File: src/sv/dcm_pkg.sv
// ============================================================================
// dcm_pkg
// Shared types and constants of the dual-CPU mailbox: transaction structs,
// decoded operations, register masks and bit positions.
// ============================================================================
package dcm_pkg;

    localparam logic [2:0] ACT_RD_SYNC = 3'd0;
    localparam logic [2:0] ACT_WR_SYNC = 3'd1;
    localparam logic [2:0] ACT_RD_CTL  = 3'd2;
    localparam logic [2:0] ACT_WR_CTL  = 3'd3;
    localparam logic [2:0] ACT_PUSH    = 3'd4;
    localparam logic [2:0] ACT_POP     = 3'd5;

    localparam logic [15:0] SYNC_WMASK = 16'h6F00;
    localparam logic [15:0] CTL_WMASK  = 16'h8404;
    localparam logic [15:0] CTL_RESET  = 16'h0101;

    localparam int SYNC_SEND = 13;
    localparam int SYNC_IEN  = 14;

    localparam int C_SEMPTY = 0;
    localparam int C_SFULL  = 1;
    localparam int C_SIRQ   = 2;
    localparam int C_CLEAR  = 3;
    localparam int C_REMPTY = 8;
    localparam int C_RFULL  = 9;
    localparam int C_RIRQ   = 10;
    localparam int C_ERROR  = 14;
    localparam int C_ENABLE = 15;

    typedef enum logic [2:0] {
        OP_NONE,
        OP_RD_SYNC,
        OP_WR_SYNC,
        OP_RD_CTL,
        OP_WR_CTL,
        OP_PUSH,
        OP_POP
    } op_t;

    typedef enum logic {
        EX_RUN,
        EX_POP
    } exec_state_t;

    typedef struct packed {
        logic [2:0]  action;
        logic        side;
        logic [31:0] write_data;
    } in_item_t;

    typedef struct packed {
        logic [31:0] read_data;
        logic [1:0]  irq_sync;
        logic [1:0]  irq_send_empty;
        logic [1:0]  irq_recv_nonempty;
    } out_item_t;

    typedef struct packed {
        op_t         op;
        logic        side;
        logic [31:0] data;
    } op_item_t;

endpackage

File: src/sv/dcm_front.sv
// ============================================================================
// dcm_front
// Accepts access transactions, decodes the action into an operation and
// holds decoded operations in a two-entry queue for the execution unit.
// ============================================================================
module dcm_front (
    input  logic              clk,
    input  logic              rst_n,
    input  logic              push,
    output logic              full,
    input  dcm_pkg::in_item_t item,
    output logic              op_valid,
    output dcm_pkg::op_item_t op_item,
    input  logic              op_take
);
    import dcm_pkg::*;

    op_item_t   slot_reg [2];
    logic       wr_ptr_reg;
    logic       rd_ptr_reg;
    logic [1:0] cnt_reg;
    op_item_t   dec;
    logic       wr_en;
    logic       rd_en;

    always_comb
    begin
        dec.side = item.side;
        dec.data = item.write_data;
        unique case (item.action)
            ACT_RD_SYNC: dec.op = OP_RD_SYNC;
            ACT_WR_SYNC: dec.op = OP_WR_SYNC;
            ACT_RD_CTL:  dec.op = OP_RD_CTL;
            ACT_WR_CTL:  dec.op = OP_WR_CTL;
            ACT_PUSH:    dec.op = OP_PUSH;
            ACT_POP:     dec.op = OP_POP;
            default:     dec.op = OP_NONE;
        endcase
    end

    assign full     = (cnt_reg == 2'd2);
    assign op_valid = (cnt_reg != 2'd0);
    assign op_item  = slot_reg[rd_ptr_reg];
    assign wr_en    = push && !full;
    assign rd_en    = op_take && op_valid;

    always_ff @(posedge clk)
    begin
        if (wr_en)
        begin
            slot_reg[wr_ptr_reg] <= dec;
        end
    end

    always_ff @(posedge clk or negedge rst_n)
    begin
        if (!rst_n)
        begin
            wr_ptr_reg <= 1'b0;
            rd_ptr_reg <= 1'b0;
            cnt_reg    <= 2'd0;
        end
        else
        begin
            if (wr_en)
            begin
                wr_ptr_reg <= ~wr_ptr_reg;
            end
            if (rd_en)
            begin
                rd_ptr_reg <= ~rd_ptr_reg;
            end
            if (wr_en && !rd_en)
            begin
                cnt_reg <= cnt_reg + 2'd1;
            end
            else if (rd_en && !wr_en)
            begin
                cnt_reg <= cnt_reg - 2'd1;
            end
        end
    end

endmodule

File: src/sv/dcm_out_q.sv
// ============================================================================
// dcm_out_q
// Two-entry result queue between the execution unit and the result port.
// ============================================================================
module dcm_out_q (
    input  logic               clk,
    input  logic               rst_n,
    input  logic               wr_en,
    input  dcm_pkg::out_item_t wr_item,
    output logic               full,
    input  logic               pop,
    output logic               empty,
    output dcm_pkg::out_item_t result
);
    import dcm_pkg::*;

    out_item_t  slot_reg [2];
    logic       wr_ptr_reg;
    logic       rd_ptr_reg;
    logic [1:0] cnt_reg;
    logic       do_wr;
    logic       do_rd;

    assign full   = (cnt_reg == 2'd2);
    assign empty  = (cnt_reg == 2'd0);
    assign result = slot_reg[rd_ptr_reg];
    assign do_wr  = wr_en && !full;
    assign do_rd  = pop && !empty;

    always_ff @(posedge clk)
    begin
        if (do_wr)
        begin
            slot_reg[wr_ptr_reg] <= wr_item;
        end
    end

    always_ff @(posedge clk or negedge rst_n)
    begin
        if (!rst_n)
        begin
            wr_ptr_reg <= 1'b0;
            rd_ptr_reg <= 1'b0;
            cnt_reg    <= 2'd0;
        end
        else
        begin
            if (do_wr)
            begin
                wr_ptr_reg <= ~wr_ptr_reg;
            end
            if (do_rd)
            begin
                rd_ptr_reg <= ~rd_ptr_reg;
            end
            if (do_wr && !do_rd)
            begin
                cnt_reg <= cnt_reg + 2'd1;
            end
            else if (do_rd && !do_wr)
            begin
                cnt_reg <= cnt_reg - 2'd1;
            end
        end
    end

endmodule

File: src/sv/dcm_exec.sv
// ============================================================================
// dcm_exec
// Execution unit: sync and control registers of both CPUs, the two send
// FIFOs in one word memory, receive latches and interrupt generation.
// ============================================================================
module dcm_exec #(
    parameter int FIFO_DEPTH = 16
) (
    input  logic               clk,
    input  logic               rst_n,
    input  logic               op_valid,
    input  dcm_pkg::op_item_t  op_item,
    output logic               op_take,
    input  logic               res_full,
    output logic               res_push,
    output dcm_pkg::out_item_t res_item
);
    import dcm_pkg::*;

    localparam int AW = (FIFO_DEPTH > 1) ? $clog2(FIFO_DEPTH) : 1;
    localparam int CW = $clog2(FIFO_DEPTH + 1);
    localparam int SW = AW + 1;
    localparam logic [CW-1:0] CNT_FULL  = CW'(FIFO_DEPTH);
    localparam logic [CW-1:0] CNT_LAST  = CW'(FIFO_DEPTH - 1);
    localparam logic [SW-1:0] SUM_DEPTH = SW'(FIFO_DEPTH);
    localparam logic [AW-1:0] HEAD_LAST = AW'(FIFO_DEPTH - 1);

    exec_state_t   state_reg, state_next;
    logic [15:0]   sync_reg  [2];
    logic [15:0]   sync_next [2];
    logic [15:0]   ctl_reg   [2];
    logic [15:0]   ctl_next  [2];
    logic [CW-1:0] count_reg [2];
    logic [CW-1:0] count_next[2];
    logic [AW-1:0] head_reg  [2];
    logic [AW-1:0] head_next [2];
    logic [31:0]   latch_reg [2];
    logic [31:0]   latch_next[2];
    out_item_t     pend_reg, pend_next;
    logic          hit_reg, hit_next;
    logic          pside_reg, pside_next;

    logic [31:0]   word_mem [2**SW];
    logic [31:0]   rdata_reg;
    logic          mem_we;
    logic [SW-1:0] mem_waddr;
    logic          mem_re;
    logic [SW-1:0] mem_raddr;
    logic          run;

    assign run = (state_reg == EX_RUN) && op_valid && !res_full;

    always_comb
    begin
        state_next = state_reg;
        unique case (state_reg)
            EX_RUN:
            begin
                if (run && op_item.op == OP_POP)
                begin
                    state_next = EX_POP;
                end
            end
            EX_POP:  state_next = EX_RUN;
            default: state_next = EX_RUN;
        endcase
    end

    always_comb
    begin
        op_take  = 1'b0;
        res_push = 1'b0;
        unique case (state_reg)
            EX_RUN:
            begin
                op_take  = run;
                res_push = run && (op_item.op != OP_POP);
            end
            EX_POP:  res_push = 1'b1;
            default: ;
        endcase
    end

    always_comb
    begin
        logic          me;
        logic          peer;
        logic [15:0]   v;
        logic [15:0]   c;
        logic [15:0]   old;
        logic [SW-1:0] sum;
        logic [AW-1:0] slot;
        logic [31:0]   d;

        me    = op_item.side;
        peer  = ~op_item.side;
        d     = op_item.data;
        v     = '0;
        c     = '0;
        old   = '0;
        sum   = '0;
        slot  = '0;
        for (int i = 0; i < 2; i++)
        begin
            sync_next[i]  = sync_reg[i];
            ctl_next[i]   = ctl_reg[i];
            count_next[i] = count_reg[i];
            head_next[i]  = head_reg[i];
            latch_next[i] = latch_reg[i];
        end
        pend_next  = pend_reg;
        hit_next   = hit_reg;
        pside_next = pside_reg;
        mem_we     = 1'b0;
        mem_waddr  = '0;
        mem_re     = 1'b0;
        mem_raddr  = '0;
        res_item   = '0;

        if (state_reg == EX_POP)
        begin
            res_item = pend_reg;
            if (hit_reg)
            begin
                res_item.read_data   = rdata_reg;
                latch_next[pside_reg] = rdata_reg;
            end
            else
            begin
                res_item.read_data = latch_reg[pside_reg];
            end
        end
        else if (run)
        begin
            case (op_item.op)
                OP_RD_SYNC:
                begin
                    res_item.read_data = {16'h0000, sync_reg[me]};
                end
                OP_WR_SYNC:
                begin
                    v = (sync_reg[me] & ~SYNC_WMASK) | (d[15:0] & SYNC_WMASK);
                    sync_next[me]   = v;
                    sync_next[peer] = {sync_reg[peer][15:4], v[11:8]};
                    if (v[SYNC_SEND] && sync_reg[peer][SYNC_IEN])
                    begin
                        res_item.irq_sync[peer] = 1'b1;
                    end
                end
                OP_RD_CTL:
                begin
                    res_item.read_data = {16'h0000, ctl_reg[me]};
                end
                OP_WR_CTL:
                begin
                    old = ctl_reg[me];
                    c   = (old & ~CTL_WMASK) | (d[15:0] & CTL_WMASK);
                    if (d[C_CLEAR])
                    begin
                        count_next[me] = '0;
                        head_next[me]  = '0;
                        c[C_SEMPTY]    = 1'b1;
                        c[C_SFULL]     = 1'b0;
                        ctl_next[peer][C_REMPTY] = 1'b1;
                        ctl_next[peer][C_RFULL]  = 1'b0;
                        if (c[C_SIRQ])
                        begin
                            res_item.irq_send_empty[me] = 1'b1;
                        end
                    end
                    if (!old[C_SIRQ] && c[C_SIRQ] && c[C_SEMPTY])
                    begin
                        res_item.irq_send_empty[me] = 1'b1;
                    end
                    if (!old[C_RIRQ] && c[C_RIRQ] && !c[C_REMPTY])
                    begin
                        res_item.irq_recv_nonempty[me] = 1'b1;
                    end
                    if (d[C_ERROR])
                    begin
                        c[C_ERROR] = 1'b0;
                    end
                    ctl_next[me] = c;
                end
                OP_PUSH:
                begin
                    if (ctl_reg[me][C_ENABLE])
                    begin
                        if (count_reg[me] < CNT_FULL)
                        begin
                            sum  = SW'(head_reg[me]) + SW'(count_reg[me]);
                            slot = (sum >= SUM_DEPTH) ? AW'(sum - SUM_DEPTH) : AW'(sum);
                            mem_we         = 1'b1;
                            mem_waddr      = {me, slot};
                            count_next[me] = count_reg[me] + CW'(1);
                            if (count_reg[me] == '0)
                            begin
                                ctl_next[me][C_SEMPTY]   = 1'b0;
                                ctl_next[peer][C_REMPTY] = 1'b0;
                                if (ctl_reg[peer][C_RIRQ])
                                begin
                                    res_item.irq_recv_nonempty[peer] = 1'b1;
                                end
                            end
                            else if (count_reg[me] == CNT_LAST)
                            begin
                                ctl_next[me][C_SFULL]   = 1'b1;
                                ctl_next[peer][C_RFULL] = 1'b1;
                            end
                        end
                        else
                        begin
                            ctl_next[me][C_ERROR] = 1'b1;
                        end
                    end
                end
                OP_POP:
                begin
                    pside_next = me;
                    pend_next  = '0;
                    hit_next   = (count_reg[peer] != '0);
                    if (count_reg[peer] != '0)
                    begin
                        mem_re    = 1'b1;
                        mem_raddr = {peer, head_reg[peer]};
                        if (ctl_reg[me][C_ENABLE])
                        begin
                            head_next[peer]  = (head_reg[peer] == HEAD_LAST) ? '0 :
                                               head_reg[peer] + AW'(1);
                            count_next[peer] = count_reg[peer] - CW'(1);
                            if (count_reg[peer] == CW'(1))
                            begin
                                ctl_next[peer][C_SEMPTY] = 1'b1;
                                ctl_next[me][C_REMPTY]   = 1'b1;
                                if (ctl_reg[peer][C_SIRQ])
                                begin
                                    pend_next.irq_send_empty[peer] = 1'b1;
                                end
                            end
                            else if (count_reg[peer] == CNT_FULL)
                            begin
                                ctl_next[peer][C_SFULL] = 1'b0;
                                ctl_next[me][C_RFULL]   = 1'b0;
                            end
                        end
                    end
                    else
                    begin
                        ctl_next[me][C_ERROR] = 1'b1;
                    end
                end
                default: ;
            endcase
        end
    end

    always_ff @(posedge clk)
    begin
        if (mem_we)
        begin
            word_mem[mem_waddr] <= op_item.data;
        end
        if (mem_re)
        begin
            rdata_reg <= word_mem[mem_raddr];
        end
    end

    always_ff @(posedge clk)
    begin
        pend_reg  <= pend_next;
        pside_reg <= pside_next;
    end

    always_ff @(posedge clk or negedge rst_n)
    begin
        if (!rst_n)
        begin
            state_reg <= EX_RUN;
            hit_reg   <= 1'b0;
            for (int i = 0; i < 2; i++)
            begin
                sync_reg[i]  <= '0;
                ctl_reg[i]   <= CTL_RESET;
                count_reg[i] <= '0;
                head_reg[i]  <= '0;
                latch_reg[i] <= '0;
            end
        end
        else
        begin
            state_reg <= state_next;
            hit_reg   <= hit_next;
            for (int i = 0; i < 2; i++)
            begin
                sync_reg[i]  <= sync_next[i];
                ctl_reg[i]   <= ctl_next[i];
                count_reg[i] <= count_next[i];
                head_reg[i]  <= head_next[i];
                latch_reg[i] <= latch_next[i];
            end
        end
    end

    a_count_range: assert property (@(posedge clk) disable iff (!rst_n)
        (count_reg[0] <= CNT_FULL) && (count_reg[1] <= CNT_FULL))
        else $error("send FIFO count beyond depth");

    a_empty_flags: assert property (@(posedge clk) disable iff (!rst_n)
        (ctl_reg[0][C_SEMPTY] == (count_reg[0] == '0)) &&
        (ctl_reg[1][C_REMPTY] == (count_reg[0] == '0)) &&
        (ctl_reg[1][C_SEMPTY] == (count_reg[1] == '0)) &&
        (ctl_reg[0][C_REMPTY] == (count_reg[1] == '0)))
        else $error("empty flags disagree with FIFO count");

    a_full_flags: assert property (@(posedge clk) disable iff (!rst_n)
        (ctl_reg[0][C_SFULL] == (count_reg[0] == CNT_FULL)) &&
        (ctl_reg[1][C_RFULL] == (count_reg[0] == CNT_FULL)) &&
        (ctl_reg[1][C_SFULL] == (count_reg[1] == CNT_FULL)) &&
        (ctl_reg[0][C_RFULL] == (count_reg[1] == CNT_FULL)))
        else $error("full flags disagree with FIFO count");

    a_pop_room: assert property (@(posedge clk) disable iff (!rst_n)
        (state_reg == EX_POP) |-> !res_full)
        else $error("pop result has no room in result queue");

    a_clear_reads_zero: assert property (@(posedge clk) disable iff (!rst_n)
        !ctl_reg[0][C_CLEAR] && !ctl_reg[1][C_CLEAR])
        else $error("clear bit stored in control register");

endmodule

File: src/sv/dual_cpu_ipc_fifo_mailbox_unit.sv
// ============================================================================
// dual_cpu_ipc_fifo_mailbox_unit
// Interprocessor mailbox between two CPUs: sync registers, send FIFOs with
// control registers, and interrupt pulses reported with each access.
// ----------------------------------------------------------------------------
// Usage:
//   Access channel: drive item and raise push; the transaction is taken on
//   a clock edge where push is high and full is low. Each access names the
//   CPU side and one action (sync/control read or write, word push or pop).
//   Result channel: while empty is low, result carries the oldest result;
//   raise pop to take it. Every access returns exactly one result, in order.
//   Path: a result passes through the access queue, the execution unit and
//   the result queue; a word pop also waits on the registered read of the
//   FIFO word memory. Throughput: one access per cycle while the result
//   queue has room, except a word pop, which also holds the unit in EX_POP.
//   Reset: both FIFOs empty, control registers 0x0101, sync registers and
//   receive latches zero; no clearing pass is needed.
//   Receiver stall: a two-entry result queue and a two-entry access queue
//   absorb the stall; full rises once both fill, and nothing is dropped.
// ============================================================================
module dual_cpu_ipc_fifo_mailbox_unit #(
    parameter int FIFO_DEPTH = 16
) (
    input  logic               clk,
    input  logic               rst_n,
    input  logic               push,
    output logic               full,
    input  dcm_pkg::in_item_t  item,
    output logic               empty,
    input  logic               pop,
    output dcm_pkg::out_item_t result
);
    import dcm_pkg::*;

    logic      op_valid;
    op_item_t  op_item;
    logic      op_take;
    logic      res_full;
    logic      res_push;
    out_item_t res_item;

    dcm_front u_front (
        .clk      (clk),
        .rst_n    (rst_n),
        .push     (push),
        .full     (full),
        .item     (item),
        .op_valid (op_valid),
        .op_item  (op_item),
        .op_take  (op_take)
    );

    dcm_exec #(
        .FIFO_DEPTH (FIFO_DEPTH)
    ) u_exec (
        .clk      (clk),
        .rst_n    (rst_n),
        .op_valid (op_valid),
        .op_item  (op_item),
        .op_take  (op_take),
        .res_full (res_full),
        .res_push (res_push),
        .res_item (res_item)
    );

    dcm_out_q u_out_q (
        .clk     (clk),
        .rst_n   (rst_n),
        .wr_en   (res_push),
        .wr_item (res_item),
        .full    (res_full),
        .pop     (pop),
        .empty   (empty),
        .result  (result)
    );

endmodule

File: config.mk
export PLATFORM = sky130hd
export DESIGN_NAME = dual_cpu_ipc_fifo_mailbox_unit
export DESIGN_NICKNAME = d
export VERILOG_FILES = /design/src/sv/dcm_pkg.sv /design/src/sv/dcm_front.sv /design/src/sv/dcm_out_q.sv /design/src/sv/dcm_exec.sv /design/src/sv/dual_cpu_ipc_fifo_mailbox_unit.sv
export SDC_FILE = /design/constraint.sdc
export NUM_CORES = 2
export LEC_CHECK = 0
export BUFFER_PORTS_ARGS = -buffer_cell sky130_fd_sc_hd__clkbuf_2
export CAP_MARGIN = 40
export CORE_MARGIN = 4
export CORE_UTILIZATION = 30
export DETAILED_ROUTE_END_ITERATION = 7
export MAX_ROUTING_LAYER = met4
export PLACE_DENSITY = 0.53
export SYNTH_ARGS = -nofsm -noshare
export SYNTH_HDL_FRONTEND = slang
export SYNTH_HIERARCHICAL = 1
export SYNTH_SLANG_ARGS = --single-unit
File: constraint.sdc
create_clock -name clk -period 7.23 [get_ports clk]
set_input_delay 1.446 -clock clk [delete_from_list [all_inputs] [get_ports clk]]
set_output_delay 1.446 -clock clk [all_outputs]
set_load 0.01 [all_outputs]
======== After elaboration in Yosys (flattened, before gate mapping) ========
Memory sizes are Yosys's and may differ from the RTL's. A register that Yosys moved wholly into a read port is not among the register bits.
Index checks and enable logic that the tools add are counted.
storage, ports and cells
  bits in registers ....................... 159
  RAM bits ................................ 1172
  input port bits ......................... 40
  word-level logic and storage cells ...... 305
  memories ................................ 3
operators by class
  $add $sub $neg .......................... 9
  order comparisons ....................... 12
  equality and inequality tests ........... 26
  muxes and demuxes ....................... 155
  bitwise operators ....................... 32
  reductions and logical operators ........ 48
memories
  name              depth  width  rd ports  clocked after Yosys merged registers in  wr ports  line             RTL
  u_exec.word_mem   32     32     1         1                                        1         dcm_exec.sv:43   logic [31:0] word_mem [2**SW];
  u_out_q.slot_reg  2      38     1         0                                        1         dcm_out_q.sv:17  out_item_t slot_reg [2];
  u_front.slot_reg  2      36     1         0                                        1         dcm_front.sv:18  op_item_t slot_reg [2];
operators by type and width
  operator           count
  $mux 32            17
  $or 32x32->32      6
  $demux 16 s1       11
  $mux 16            11
  $and 32x32->32     5
  $not 32->32        5
  $bwmux 32          3
  $pmux 32 s3        1
  $mux 5             17
  $mux 38            2
  $mux 10            7
  $bwmux 64          1
  $mux 2             24
  $mux 4             10
  $mux 11            3
  $demux 32 s1       1
  $pmux 16 s2        1
  $pmux 10 s3        1
  $mux 1             25
  $mux 8             3
  $logic_and 1x1->1  22
  $bwmux 10          2
  $mux 9             2
  $pmux 3 s6         1
  55 further kinds   101

======== Depth between registers and ports, before layout ========
An unclocked memory read counts as a cell.
  depth after elaboration ................. 16
  depth in mapped cells ................... 18
  depth with buffers taken out ............ 10

======== Modules after synthesis ========
Netlist, hierarchy kept.
modules (own cells, without submodules)
  module     instances  cells each  area each (sq um)
  dcm_exec   1          3260        49904.1
  dcm_out_q  1          137         2985.4
  dcm_front  1          136         2981.6

======== Worst setup path after synthesis ========
No wires, ideal clock.
  kind .................................... reg-to-reg
  start ................................... register u_front.rd_ptr_reg
  end ..................................... memory u_exec.word_mem[12][0] (enable)
  library setup time ...................... 0.421 ns
  arrival time ............................ 5.410 ns
  data required time ...................... 6.809 ns
  slack ................................... 1.399 ns
  cell stages (with the launch flop) ...... 19
  path buffers ............................ 9
  clock period less this slack ............ 5.831 ns
  cell sequence ........................... dfrtp_1 buf_6 buf_12 mux2_4 buf_6 buf_6 buf_4 buf_2 buf_2 buf_2 buf_1 mux2_2 ha_1 fa_1 xnor2_1 nor2_1 inv_1 or3_1 nor2_1
RTL lines
  element                 line             RTL
  start, declared         dcm_front.sv:20  logic rd_ptr_reg;
  start signal, assigned  dcm_front.sv:71  rd_ptr_reg <= ~rd_ptr_reg;
  end, declared           dcm_exec.sv:43

==> report_table.html <==
<table>
<tr><th>Metric</th><th>Value</th></tr>
<tr><th colspan="2">Synthesis</th></tr>
<tr><td>FFs w/ async S/R, synth</td><td>11.4%</td></tr>
<tr><td>Syn Inst Count</td><td>3533</td></tr>
<tr><td>Cell type contributing the most total cell area after synthesis</td><td>edfxtp_1</td></tr>
<tr><td>Most common cell in the netlist</td><td>edfxtp_1</td></tr>
<tr><td>Syn_nets</td><td>3585</td></tr>
<tr><td>Most frequently used flop master after synthesis</td><td>edfxtp_1</td></tr>
<tr><td>Syn_area_per_cell</td><td>15.8 µm²</td></tr>
<tr><td>Count of distinct cell types in the synthesized netlist</td><td>95</td></tr>
<tr><td>Top area cells in the synthesized netlist</td><td>edfxtp_1 (65%), dfrtp_1 (6.8%), mux2_2 (3.0%), mux2i_1 (2.8%), mux4_2 (2.6%)</td></tr>
<tr><td>Cell types with the highest counts after synthesis</td><td>edfxtp_1 (1207), nand2_1 (233), clkbuf_1 (180), mux2i_1 (154), o21ai_0 (152)</td></tr>
<tr><td>Number of warnings reported in the yosys synthesis log</td><td>6</td></tr>
<tr><td>Post-synth top area share</td><td>64.9%</td></tr>
<tr><td>Share of synthesized area occupied by flip-flops and latches</td><td>71.8%</td></tr>
<tr><td>Cell Area, Synth</td><td>55900 µm²</td></tr>
<tr><td>Number of flops mapped to enable cells by yosys</td><td>1207</td></tr>
<tr><td>Total of flip-flops plus latches after synthesis</td><td>1362</td></tr>
<tr><th colspan="2">Routing</th></tr>
<tr><td>1st-iter DRT viols</td><td>3134</td></tr>
<tr><td>Via density per instance</td><td>5.24</td></tr>
<tr><td>Remaining antenna violation count after routing</td><td>0</td></tr>
<tr><td>Final Routed Wirelength</td><td>153000 µm</td></tr>
<tr><td>DRC violations left</td><td>0</td></tr>
<tr><td>Via count</td><td>32600</td></tr>
<tr><td>Wire length per cell after detailed routing</td><td>24.6 µm</td></tr>
<tr><td>Count of TritonRoute iterations in the first routing pass</td><td>6</td></tr>
<tr><th colspan="2">Floorplanning</th></tr>
<tr><td>Placement row count</td><td>158</td></tr>
<tr><td>Chip width</td><td>440 µm</td></tr>
<tr><td>Top-Level Pins</td><td>80</td></tr>
<tr><td>Die extent in y</td><td>440 µm</td></tr>
<tr><td>Initial standard-cell utilization of the core</td><td>30.2%</td></tr>
<tr><td>Die Footprint</td><td>193000 µm²</td></tr>
<tr><td>Area of the core</td><td>185000 µm²</td></tr>
<tr><th colspan="2">Power</th></tr>
<tr><td>Sw power</td><td>0.00862 W</td></tr>
<tr><td>Cell area power density</td><td>397 nW/µm²</td></tr>
<tr><td>Combinational Power Share</td><td>29.9%</td></tr>
<tr><td>Register share of total power</td><td>41.1%</td></tr>
<tr><td>Clk pwr share</td><td>29.1%</td></tr>
<tr><td>Internal power</td><td>0.0170 W</td></tr>
<tr><td>Leakage power</td><td>21.8 nW</td></tr>
<tr><td>Max VDD drop</td><td>0.000228 V</td></tr>
<tr><td>Net switching share of the total power</td><td>33.7%</td></tr>
<tr><th colspan="2">Clock tree</th></tr>
<tr><td>Clock tree root driver cell</td><td>clkbuf_16</td></tr>
<tr><td>Sink count of the clock tree</td><td>1362</td></tr>
<tr><td>Clock buffer depth</td><td>3</td></tr>
<tr><td>Quantity of hold-fixing buffers added after cts</td><td>0</td></tr>
<tr><td>Clock tree from TritonCTS</td><td>done</td></tr>
<tr><td>Post-cts sizing count</td><td>0</td></tr>
<tr><td>Worst-path clk slew</td><td>0.06 ns</td></tr>
<tr><td>CTS Buf Count</td><td>146</td></tr>
<tr><td>Post-CTS setup buffer count</td><td>0</td></tr>
<tr><td>H-tree level count</td><td>4</td></tr>
<tr><td>Later-pin clock latency in the skew report</td><td>0.78 ns</td></tr>
<tr><th colspan="2">Worst setup path</th></tr>
<tr><td>Crit path DAT</td><td>5.61 ns</td></tr>
<tr><td>Category of the most critical setup path</td><td>flip-flop to flip-flop</td></tr>
<tr><td>Startpoint of the worst register-to-register path</td><td>u_front/rd_ptr_reg$_DFFE_PN0P_</td></tr>
<tr><td>Critical path peak fanout</td><td>42</td></tr>
<tr><td>Critical Path, Cell by Cell</td><td>mux2_4, buf_4, mux2i_1, inv_1, ha_1, a21o_1, a21oi_1, xnor2_1, nand2_1, or3_1, nor2_4, buf_4</td></tr>
<tr><td>Worst reg2reg path endpoint</td><td>u_exec/word_mem[11][21]$_DFFE_PP_</td></tr>
<tr><td>Required time reported for the critical path endpoint</td><td>7.70 ns</td></tr>
<tr><td>Setup crit start kind</td><td>flip-flop</td></tr>
<tr><td>Reg2reg setup slack</td><td>2.08 ns</td></tr>
<tr><td>Maximum cell stage delay along the critical path</td><td>0.75 ns</td></tr>
<tr><td>Cell seen most often among critical-path stages</td><td>buf_4</td></tr>
<tr><td>Setup crit end</td><td>u_exec/word_mem[11][21]$_DFFE_PP_</td></tr>
<tr><td>Worst Setup End Kind</td><td>flip-flop</td></tr>
<tr><td>Start point of the critical path</td><td>u_front/rd_ptr_reg$_DFFE_PN0P_</td></tr>
<tr><td>Slowest CP cell</td><td>nor2_4</td></tr>
<tr><td>Number of cells traversed by the worst register-to-register path</td><td>12</td></tr>
<tr><th colspan="2">STA</th></tr>
<tr><td>Final hold viol count</td><td>0</td></tr>
<tr><td>Fin Clk Skew</td><td>0.0286 ns</td></tr>
<tr><td>Relative max-transition margin</td><td>31.3%</td></tr>
<tr><td>Final setup violation count</td><td>0</td></tr>
<tr><td>Total Negative Setup Slacks</td><td>0 ns</td></tr>
<tr><td>Time the final worst path needs with I/O delays and setup</td><td>5.15 ns</td></tr>
<tr><td>Highest attainable clock frequency</td><td>194 MHz</td></tr>
<tr><td>Fraction of the cycle the final worst path needs</td><td>71.2%</td></tr>
<tr><td>RSZ-0062 raised after global routing</td><td>false</td></tr>
<tr><td>Total count of max-transition violations in the final report</td><td>0</td></tr>
<tr><td>Worst-margin pin slew</td><td>1.00 ns</td></tr>
<tr><th colspan="2">Flow run</th></tr>
<tr><td>Maximum Capacitance Violations</td><td>0</td></tr>
<tr><th colspan="2">Global routing</th></tr>
<tr><td>Overall overflow remaining after global route</td><td>0</td></tr>
<tr><td>Initial antenna violation count</td><td>9</td></tr>
<tr><td>Via count of the first global-routing pass</td><td>31600</td></tr>
<tr><td>Global-route wire length before repair</td><td>224000 µm</td></tr>
<tr><td>GRT Util Overall</td><td>16.0%</td></tr>
<tr><td>Pin count of the biggest net entering global routing</td><td>100</td></tr>
<tr><th colspan="2">Finish</th></tr>
<tr><td>Fraction of final layout cells sized beyond drive strength 1</td><td>20.2%</td></tr>
<tr><td>Number of flip-flops in the largest register</td><td>1024</td></tr>
<tr><td>Final design area excluding fillers</td><td>64500 µm²</td></tr>
<tr><td>Final net count</td><td>3669</td></tr>
<tr><td>Count of fill cells added during filler insertion</td><td>17700</td></tr>
<tr><td>Area overhead of the layout relative to synthesis</td><td>15.5%</td></tr>
<tr><th colspan="2">Placement</th></tr>
<tr><td>Post-detailed-placement half-perimeter wirelength</td><td>95800 µm</td></tr>
<tr><td>Total of buffers placed on input and output ports</td><td>79</td></tr>
<tr><td>Instance area at placement</td><td>59700 µm²</td></tr>
<tr><td>Routability congestion estimate from global placement</td><td>0.811</td></tr>
<tr><th colspan="2">Hold path</th></tr>
<tr><td>Path type of the worst min-delay path</td><td>flip-flop to flip-flop</td></tr>
<tr><td>Worst Hold Depth</td><td>0</td></tr>
<tr><th colspan="2">Outcome</th></tr>
<tr><td>Outcome</td><td>finished clean</td></tr>
</table>
-- power groups by stage --
stage | registers [W] | logic, W | clock network (W)
after global routing | 0.0106 | 0.00826 | 0.00797
final | 0.0105 | 0.00764 | 0.00744
after floorplan | 0.0105 | 0.00503 | 0
after CTS | 0.0105 | 0.00769 | 0.00763
after global placement | 0.0106 | 0.00760 | 0
after detailed placement | 0.0107 | 0.00766 | 0
-- routing by layer --
metal | track usage, % | up-vias | part of all wire [%]
met1 | 22.9 | 16900 | 46
met5 | - | - | 0
li1 | - | 14300 | -
met3 | 3.54 | 183 | 7.7
met4 | 3.67 | 0 | 1.7
met2 | 23.3 | 1197 | 45
-- worst min path at each step --
stage                                               start                               to  slack, ns
final                       u_exec/ctl_reg[6]$_DFFE_PN0P_    u_exec/ctl_reg[6]$_DFFE_PN0P_       0.37
after global routing       u_exec/ctl_reg[20]$_DFFE_PN0P_   u_exec/ctl_reg[20]$_DFFE_PN0P_       0.39
after CTS                  u_exec/ctl_reg[21]$_DFFE_PN0P_   u_exec/ctl_reg[21]$_DFFE_PN0P_       0.38
after detailed placement   u_exec/ctl_reg[21]$_DFFE_PN0P_   u_exec/ctl_reg[21]$_DFFE_PN0P_       0.36
after global placement    u_exec/sync_reg[31]$_DFFE_PN0P_  u_exec/sync_reg[31]$_DFFE_PN0P_       0.36
after floorplan            u_exec/ctl_reg[19]$_DFFE_PN0P_   u_exec/ctl_reg[19]$_DFFE_PN0P_       0.43
-- stage by stage --
| step | instances | power, W | util [%] | setup WS, ns | hold slack [ns] |
|---|---|---|---|---|---|
| 3_3_place_gp | 5923 | 0.0182 | 32.0 | 1.94 | 0.364 |
| 3_5_place_dp | 5948 | 0.0183 | 32.2 | 2.13 | 0.365 |
| 6_report | 6224 | 0.0256 | 34.8 | 2.08 | 0.373 |
| 4_1_cts | 6211 | 0.0258 | 34.8 | 2.09 | 0.378 |
| 2_1_floorplan | 3533 | 0.0155 | - | 1.40 | 0.428 |
| 5_1_grt | 6221 | 0.0268 | 34.8 | 1.83 | 0.387 |
-- placed cells by master (no fill, tap or decap), types with 21 or more instances in the layout --
cell / count
o221ai_1: 26
edfxtp_1: 1207
clkinv_1: 30
nor4_1: 29
and3_1: 52
mux4_2: 64
a211oi_1: 36
o21ai_0: 151
buf_4: 100
o32ai_1: 26
mux2i_1: 153
a22oi_1: 23
a21oi_1: 100
nor2_1: 81
nand2_1: 230
a32oi_1: 21
dfrtp_1: 148
mux2_4: 39
o211ai_1: 56
clkbuf_16: 151
nand3_1: 49
o2bb2ai_1: 21
clkbuf_1: 29
inv_1: 48
nand4_1: 67
nor3_1: 39
mux2_2: 148
o22ai_1: 21
a21boi_0: 26
clkbuf_2: 78
clkinv_2: 22
nor2_4: 37
a221oi_1: 38
-- critical path: cells and delay by family, from the launching register on --
| kind | cells | cell delay [ns] |
|---|---|---|
| XOR/XNOR | 1 | 0.18 |
| adder cells (fa/ha/maj) | 1 | 0.30 |
| AO/OA/AOI/OAI | 2 | 0.37 |
| flip-flops | 1 | 0.46 |
| AND/OR/NAND/NOR | 3 | 1.59 |
| buffers and inverters | 3 | 1.03 |
| multiplexers | 2 | 0.87 |
-- cells by family after synthesis --
group / count (synthesis) / share of synthesized area, %
fa+ha+maj: 12 / 0.282
flops: 1362 / 71.8
mux: 406 / 9.41
xor+xnor: 15 / 0.235
simple gates: 682 / 6.15
buf+inv: 323 / 2.58
compound gates: 733 / 9.52
-- layout make-up --
class                   instances  area [µm²]  area share [%]
clock inverters                79         863            1.34
clock buffers                 184        3940            6.10
inverters                      53         210           0.326
diodes                         12        30.0          0.0465
repair buffers                206        1550            2.40
flip-flops and latches       1362       40100            62.2
multi-input cells            1848       14700            22.8
well taps                    2480        3100            4.81
Note: power is estimated with default switching activity, not from simulation.
